[src/sfb_pkg.sv]
// shared constants, types and the crc-8 byte step for the sensor frame builder
`default_nettype none
package sfb_pkg;

   localparam int FRAME_LEN   = 17;
   localparam int CRC_SPAN    = 16;
   localparam int FRAME_CNT_W = $clog2(FRAME_LEN);

   localparam logic [7:0] START_BYTE     = 8'hCC;
   localparam logic [7:0] LENGTH_BYTE    = 8'd13;
   localparam logic [7:0] TYPE_BYTE      = 8'hF5;
   localparam logic [7:0] CRC_POLY       = 8'h31;
   localparam logic [7:0] SENSOR_ID_INIT = 8'd3;

   typedef logic [CRC_SPAN-1:0][7:0] frame_type;

   typedef struct packed {
      frame_type  bytes;
      logic [7:0] crc;
   } frame_crc_type;

   function automatic logic [7:0] crc8_byte(input logic [7:0] acc_i, input logic [7:0] data_i);
      logic [7:0] acc;
      logic [7:0] data;
      logic       top;
      acc  = acc_i;
      data = data_i;
      for (int b = 0; b < 8; b++) begin
         top  = acc[7] ^ data[7];
         acc  = {acc[6:0], 1'b0} ^ (top ? CRC_POLY : 8'h00);
         data = {data[6:0], 1'b0};
      end
      return acc;
   endfunction

endpackage
`default_nettype wire

[src/sfb_crc_stage.sv]
// one pipeline stage: folds one frame byte into the running crc
`default_nettype none
module sfb_crc_stage
   import sfb_pkg::*;
(
   input  wire logic          clock,
   input  wire logic          reset,
   input  wire logic          up_valid,
   output logic               up_ready,
   input  wire frame_crc_type up_data,
   input  wire logic [7:0]    up_byte,
   output logic               dn_valid,
   input  wire logic          dn_ready,
   output frame_crc_type      dn_data
);

   logic          valid_ff;
   frame_crc_type data_ff;
   frame_crc_type data_in;

   assign up_ready = !valid_ff || dn_ready;
   assign dn_valid = valid_ff;
   assign dn_data  = data_ff;

   always_comb begin
      data_in       = up_data;
      data_in.crc   = crc8_byte(up_data.crc, up_byte);
   end

   always_ff @(posedge clock) begin
      if (reset) begin
         valid_ff <= 1'b0;
      end else if (up_ready) begin
         valid_ff <= up_valid;
      end
   end

   always_ff @(posedge clock) begin
      if (up_ready && up_valid) begin
         data_ff <= data_in;
      end
   end

endmodule
`default_nettype wire

[src/sfb_serializer.sv]
// frame shift register: 16 bytes and the crc, one word per cycle unless stalled
`default_nettype none
module sfb_serializer
   import sfb_pkg::*;
(
   input  wire logic          clock,
   input  wire logic          reset,
   input  wire logic          up_valid,
   output logic               up_ready,
   input  wire frame_crc_type up_data,
   output logic               rsp_valid,
   input  wire logic          rsp_stall,
   output logic [7:0]         rsp_frame_byte,
   output logic               rsp_last_byte
);

   logic                       busy_ff;
   logic [FRAME_CNT_W-1:0]     cnt_ff;
   logic [FRAME_LEN-1:0][7:0]  shift_ff;
   logic                       fire;
   logic                       last;
   logic                       load;

   assign last     = (cnt_ff == FRAME_CNT_W'(FRAME_LEN - 1));
   assign fire     = busy_ff && !rsp_stall;
   assign up_ready = !busy_ff || (fire && last);
   assign load     = up_valid && up_ready;

   assign rsp_valid      = busy_ff;
   assign rsp_frame_byte = shift_ff[0];
   assign rsp_last_byte  = busy_ff && last;

   always_ff @(posedge clock) begin
      if (reset) begin
         busy_ff <= 1'b0;
         cnt_ff  <= '0;
      end else if (load) begin
         busy_ff <= 1'b1;
         cnt_ff  <= '0;
      end else if (fire) begin
         busy_ff <= !last;
         cnt_ff  <= cnt_ff + 1'b1;
      end
   end

   always_ff @(posedge clock) begin
      if (load) begin
         shift_ff <= {up_data.crc, up_data.bytes};
      end else if (fire) begin
         shift_ff <= shift_ff >> 8;
      end
   end

`ifndef SYNTHESIS
   a_no_gap: assert property (@(posedge clock) disable iff (reset)
      fire && !last |=> rsp_valid)
      else $error("frame has a gap");
   a_count_step: assert property (@(posedge clock) disable iff (reset)
      fire && !last && !load |=> cnt_ff == $past(cnt_ff) + 1'b1)
      else $error("byte count skipped");
   a_load_start: assert property (@(posedge clock) disable iff (reset)
      load |=> rsp_valid && !rsp_last_byte && cnt_ff == '0)
      else $error("new frame does not start at its first word");
`endif

endmodule
`default_nettype wire

[src/sensor_frame_builder_crc8_top.sv]
// Sensor frame builder: one reading set in, a 17-word radio frame with crc-8 out.
// req_ channel: one word carries a full set of sensor readings; taken at a rising
//    edge with req_valid high and req_stall low.
// rsp_ channel: one frame byte per word, rsp_last_byte marks the trailing crc;
//    taken at a rising edge with rsp_valid high and rsp_stall low.
// csr_ port: csr_wr_en writes csr_wr_data into the sensor id at the rising edge.
// Frame: 0xCC, sensor id, 13, 0xF5, pressure, temperature, humidity, pm fine,
//    pm coarse (all MSB first), battery, crc-8 (poly 0x31, init 0) over 16 bytes.
// The crc runs through a 16-stage pipeline, one frame byte per stage, into a
//    17-byte shift register. The readings of a frame pass through all the stages
//    and are loaded into the shift register before the frame's first byte shows;
//    the sustained rate is set by the output, one byte per cycle while rsp_stall
//    is low, and the next frame is loaded as the last byte of a frame is taken.
// Readings are taken every cycle while pipeline stages are free: up to 17 sets
//    may be held before req_stall rises.
// Reset empties the pipeline and the shift register and sets the sensor id to 3.
// A stall on rsp_ holds the current byte; the pipeline fills behind it and then
//    stalls req_, nothing is lost or repeated.
`default_nettype none
module sensor_frame_builder_crc8_top
   import sfb_pkg::*;
(
   input  wire logic        clock,
   input  wire logic        reset,
   input  wire logic        req_valid,
   output logic             req_stall,
   input  wire logic [23:0] req_pressure_raw,
   input  wire logic [15:0] req_temperature_raw,
   input  wire logic [15:0] req_humidity_raw,
   input  wire logic [15:0] req_pm_fine,
   input  wire logic [15:0] req_pm_coarse,
   input  wire logic [7:0]  req_battery_level,
   output logic             rsp_valid,
   input  wire logic        rsp_stall,
   output logic [7:0]       rsp_frame_byte,
   output logic             rsp_last_byte,
   input  wire logic        csr_wr_en,
   input  wire logic [7:0]  csr_wr_data
);

   logic [7:0]    sensor_id_ff;
   logic          st_valid [0:CRC_SPAN];
   logic          st_ready [0:CRC_SPAN];
   frame_crc_type st_data  [0:CRC_SPAN];

   always_ff @(posedge clock) begin
      if (reset) begin
         sensor_id_ff <= SENSOR_ID_INIT;
      end else if (csr_wr_en) begin
         sensor_id_ff <= csr_wr_data;
      end
   end

   always_comb begin
      st_data[0].bytes[0]  = START_BYTE;
      st_data[0].bytes[1]  = sensor_id_ff;
      st_data[0].bytes[2]  = LENGTH_BYTE;
      st_data[0].bytes[3]  = TYPE_BYTE;
      st_data[0].bytes[4]  = req_pressure_raw[23:16];
      st_data[0].bytes[5]  = req_pressure_raw[15:8];
      st_data[0].bytes[6]  = req_pressure_raw[7:0];
      st_data[0].bytes[7]  = req_temperature_raw[15:8];
      st_data[0].bytes[8]  = req_temperature_raw[7:0];
      st_data[0].bytes[9]  = req_humidity_raw[15:8];
      st_data[0].bytes[10] = req_humidity_raw[7:0];
      st_data[0].bytes[11] = req_pm_fine[15:8];
      st_data[0].bytes[12] = req_pm_fine[7:0];
      st_data[0].bytes[13] = req_pm_coarse[15:8];
      st_data[0].bytes[14] = req_pm_coarse[7:0];
      st_data[0].bytes[15] = req_battery_level;
      st_data[0].crc       = 8'h00;
   end

   assign st_valid[0] = req_valid;
   assign req_stall   = !st_ready[0];

   for (genvar k = 0; k < CRC_SPAN; k++) begin : g_crc
      sfb_crc_stage u_stage (
         .clock    (clock),
         .reset    (reset),
         .up_valid (st_valid[k]),
         .up_ready (st_ready[k]),
         .up_data  (st_data[k]),
         .up_byte  (st_data[k].bytes[k]),
         .dn_valid (st_valid[k+1]),
         .dn_ready (st_ready[k+1]),
         .dn_data  (st_data[k+1])
      );
   end

   sfb_serializer u_serializer (
      .clock          (clock),
      .reset          (reset),
      .up_valid       (st_valid[CRC_SPAN]),
      .up_ready       (st_ready[CRC_SPAN]),
      .up_data        (st_data[CRC_SPAN]),
      .rsp_valid      (rsp_valid),
      .rsp_stall      (rsp_stall),
      .rsp_frame_byte (rsp_frame_byte),
      .rsp_last_byte  (rsp_last_byte)
   );

endmodule
`default_nettype wire

[config.mk]
export PLATFORM = sky130hd
export DESIGN_NAME = sensor_frame_builder_crc8_top
export DESIGN_NICKNAME = d
export VERILOG_FILES = /design/src/sfb_pkg.sv /design/src/sfb_crc_stage.sv /design/src/sfb_serializer.sv /design/src/sensor_frame_builder_crc8_top.sv
export SDC_FILE = /design/constraint.sdc
export NUM_CORES = 1
export LEC_CHECK = 0
export BUFFER_PORTS_ARGS = -buffer_cell sky130_fd_sc_hd__buf_2
export CAP_MARGIN = 20
export CELL_PAD_IN_SITES_DETAIL_PLACEMENT = 1
export CELL_PAD_IN_SITES_GLOBAL_PLACEMENT = 2
export CORE_ASPECT_RATIO = 1.75
export CORE_MARGIN = 2
export CORE_UTILIZATION = 51
export CTS_BUF_LIST = sky130_fd_sc_hd__clkbuf_8 sky130_fd_sc_hd__clkbuf_16
export DETAILED_ROUTE_END_ITERATION = 16
export PLACE_DENSITY_LB_ADDON = 0.1
export SKIP_CTS_REPAIR_TIMING = 1
export SLEW_MARGIN = 10
export SYNTH_ARGS = -nofsm -noshare
export SYNTH_HDL_FRONTEND = slang
export SYNTH_SLANG_ARGS = --single-unit
[constraint.sdc]
create_clock -name clock -period 13.6 [get_ports clock]
set_input_delay 1.36 -clock clock [delete_from_list [all_inputs] [get_ports clock]]
set_output_delay 1.36 -clock clock [all_outputs]
set_load 0.02 [all_outputs]
==> flow_metrics.tcl <==
set metrics [dict create \
    fill_cells 10080 \
    numCtsBuffers 165 \
    timing.hold.ws_ns 0.4082 \
    cp_max_fo 14 \
    first_iter_violations 945 \
    rows 170 \
    synthTopCellsByArea "edfxtp_1 (91%), xnor2_1 (2.8%), mux2_2 (1.6%), xor2_1 (1.3%), dfxtp_1 (0.95%)" \
    placed_area_um2 65930 \
    die_h_um 469.4 \
    place_congestion 0.7256 \
    grt_pass1_wl_mm 118.9 \
    p_per_area_nw_per_um2 157.4 \
    slowest_stage "dfxtp_1" \
    hold_viol 0 \
    grt_pass1_vias 22730 \
    detail-route-antenna-nets 0 \
    crit_family "buffers and inverters" \
    critPathRequiredTime_ns 12.24 \
    area.growth.synth_to_final_pct 12.96 \
    setup_violations 0 \
    initial_core_util_pct 51.44 \
    path_clk_slew_ns 0.06 \
    rrSetupSlack_ns 10.31 \
    grt_overflow 0 \
    coreArea_um2 122700 \
    fin_total_pwr_mw 11.23 \
    worst_pin_slew_ns 0.9183 \
    fin_worst_skew_ns 0.01559 \
    rsz0062_at_grt "no" \
    final_nets 2919 \
    antenna_found_initial 1 \
    dpl.hpwl_mm 48.18 \
    ys_seq_area_share_pct 92.27 \
    cts_tree "done" \
    routed_wl_mm 72.80 \
    htree_levels 4 \
    cts.sinks 1950 \
    synth_nets 2635 \
    die_area_um2 126700 \
    syn_area_um2 63130 \
    portBuffers 119 \
    cpPeakStageDelay_ns 0.42 \
    synth.top_cell.area_share_pct 91.32 \
    endpoint "req_stall" \
    r2r_start "u_serializer.cnt_ff[0]" \
    reg2regPathDepth 8 \
    r2r-end "u_serializer.shift_ff[116]" \
    slew_headroom_pct 38.78 \
    die_w_um 270.0 \
    status "finished, final reports clean" \
    ys_types 33 \
    first_pass_iters 4 \
    grt_start_max_net_pins 101 \
    syn_inst 2524 \
    yosysTopAreaCell "edfxtp_1" \
    io_pins 120 \
    avgViaCountPerCell 4.637 \
    post-route-worst-setup-slack_ns 9.411 \
    period_share_pct 30.80 \
    startpoint_type "register" \
    critical_path_class "reg2out" \
    crit_start "u_serializer.cnt_ff[0]" \
    cp.depth 8 \
    avgSynthCellArea_um2 25.01 \
    wl_per_cell_um 15.91 \
    setup_tns_ns 0 \
    via_count 21220 \
    crit_arrival_ns 2.83 \
    maxCapViolCount 0 \
    slew_viol_final 0 \
    max_freq_ghz 0.2387 \
    synth-seq-cells 1950 \
    peakVddDrop_mv 0.1303 \
    async_flop_share_pct 0 \
    endpoint_kind "output port" \
    synth_edf_count 1920 \
    cts_root_buf "clkbuf_16" \
    clk_latency_ns 0.76 \
    yosysWarningCount 0 \
    drc 0 \
    min-delay-start "g_crc[13].u_stage.dn_data[109]" \
    hp-class "reg2reg" \
    grtUsageTotal_pct 11.83 \
    drive_above_1_share_pct 17.52 \
    crit_top_cell "inv_1" \
    dp_worst_setup_slack_ns 9.577 \
    ys.flop_type "edfxtp_1" \
    leakagePower_nw 22.62 \
    cp_num_buf_inv 4 \
    ctsLongestPathBuffers 3 \
    path_cells "inv_1 > ha_1 > and4bb_4 > a2111oi_4 > buf_4 > nand4_1 > inv_1 > buf_2" \
    final_area_um2 71320 \
    min_period_ns 4.189 \
]
cell usage after synthesis, drive strengths merged, types with 2 or more instances:
library cell,number
nand4,5
nand2b,15
o21a,5
nor2b,6
a21boi,2
edfxtp,1920
mux2,104
ha,2
nor2,25
inv,14
a211o,2
a31oi,8
clkbuf,9
a21oi,10
dfxtp,30
xor2,91
and2,23
nor3,6
nand2,6
nand3,6
mux2i,6
buf,22
xnor2,201
layer usage:
layer	share of wire, %	track usage, %	vias to the layer above	wire (µm)
met5	0	0	-	0
met4	3.1	5.008	0	2223
met3	4.2	3.056	168	3037
met2	56	22.28	312	40510
met1	37	12.30	10330	27030
li1	-	-	10400	-
cell families after synthesis:
family / share of synthesized area [%]
DFF: 92.27
xor gates and xnor gates: 4.051
muxes: 2.051
and+or+nand+nor: 0.7908
buffers and inverters: 0.4142
AOI/OAI and AO/OA: 0.3805
adders and majority gates: 0.03963
cell type report:
cell class / count / area [µm²] / area share [%]
Antenna cell: 1 / 2.502 / 0.003509
Clock buffer: 169 / 4229 / 5.930
Clock inverter: 130 / 1125 / 1.577
Inverter: 14 / 52.55 / 0.07369
Multi-Input combinational cell: 529 / 4775 / 6.695
Sequential cell: 1950 / 58260 / 81.69
Tap cell: 1634 / 2044 / 2.867
Timing Repair Buffer: 148 / 833.3 / 1.168
flip-flops by register name, summed over array words and instances, names as in the netlist:
| name | count |
|---|---|
| u_serializer.rsp_frame_byte | 8 |
| u_serializer.cnt_ff | 5 |
| sensor_id_ff | 8 |
| g_crc.u_stage.dn_data | 1784 |
| g_crc.u_stage.dn_valid | 16 |
| u_serializer.shift_ff | 128 |
| u_serializer.rsp_valid | 1 |
cell usage in the layout, fill, tap and decap left out, drive strengths merged, types with 2 or more instances in the layout:
master	n
nor2b	6
a211o	2
buf	148
mux2	104
nand4	5
a21boi	2
clkinvlp	12
and2	23
a21oi	10
ha	2
nand3	6
dfxtp	30
edfxtp	1920
bufinv	17
o21a	5
nand2b	15
nor2	25
nor3	6
inv	48
xnor2	201
clkbuf	169
clkinv	67
xor2	91
a31oi	8
mux2i	6
nand2	6
stage by stage:
stage,cells,utilization [%]
2_1_floorplan,2524,-
3_3_place_gp,4274,53.72
3_5_place_dp,4274,53.72
4_1_cts,4573,58.08
5_1_grt,4575,58.11
6_report,4575,58.11
power by group:
group,internal (mW),switching (mW),total [mW]
clock network,2.59,1.95,4.54
logic,0.0333,0.0531,0.0864
registers,6.58,0.0167,6.60
worst min path at each step:
stage                                                 to  slack [ns]  cells after the start
final                     g_crc[14].u_stage.dn_data[109]        0.41                      0
after global routing       g_crc[13].u_stage.dn_data[98]        0.41                      0
after CTS                  g_crc[13].u_stage.dn_data[98]        0.41                      0
after detailed placement   g_crc[3].u_stage.dn_data[133]        0.41                      0
after global placement     g_crc[1].u_stage.dn_data[119]        0.40                      0
after floorplan           g_crc[10].u_stage.dn_data[100]        0.40                      0
No activity file was read; power rests on OpenSTA's default activity.
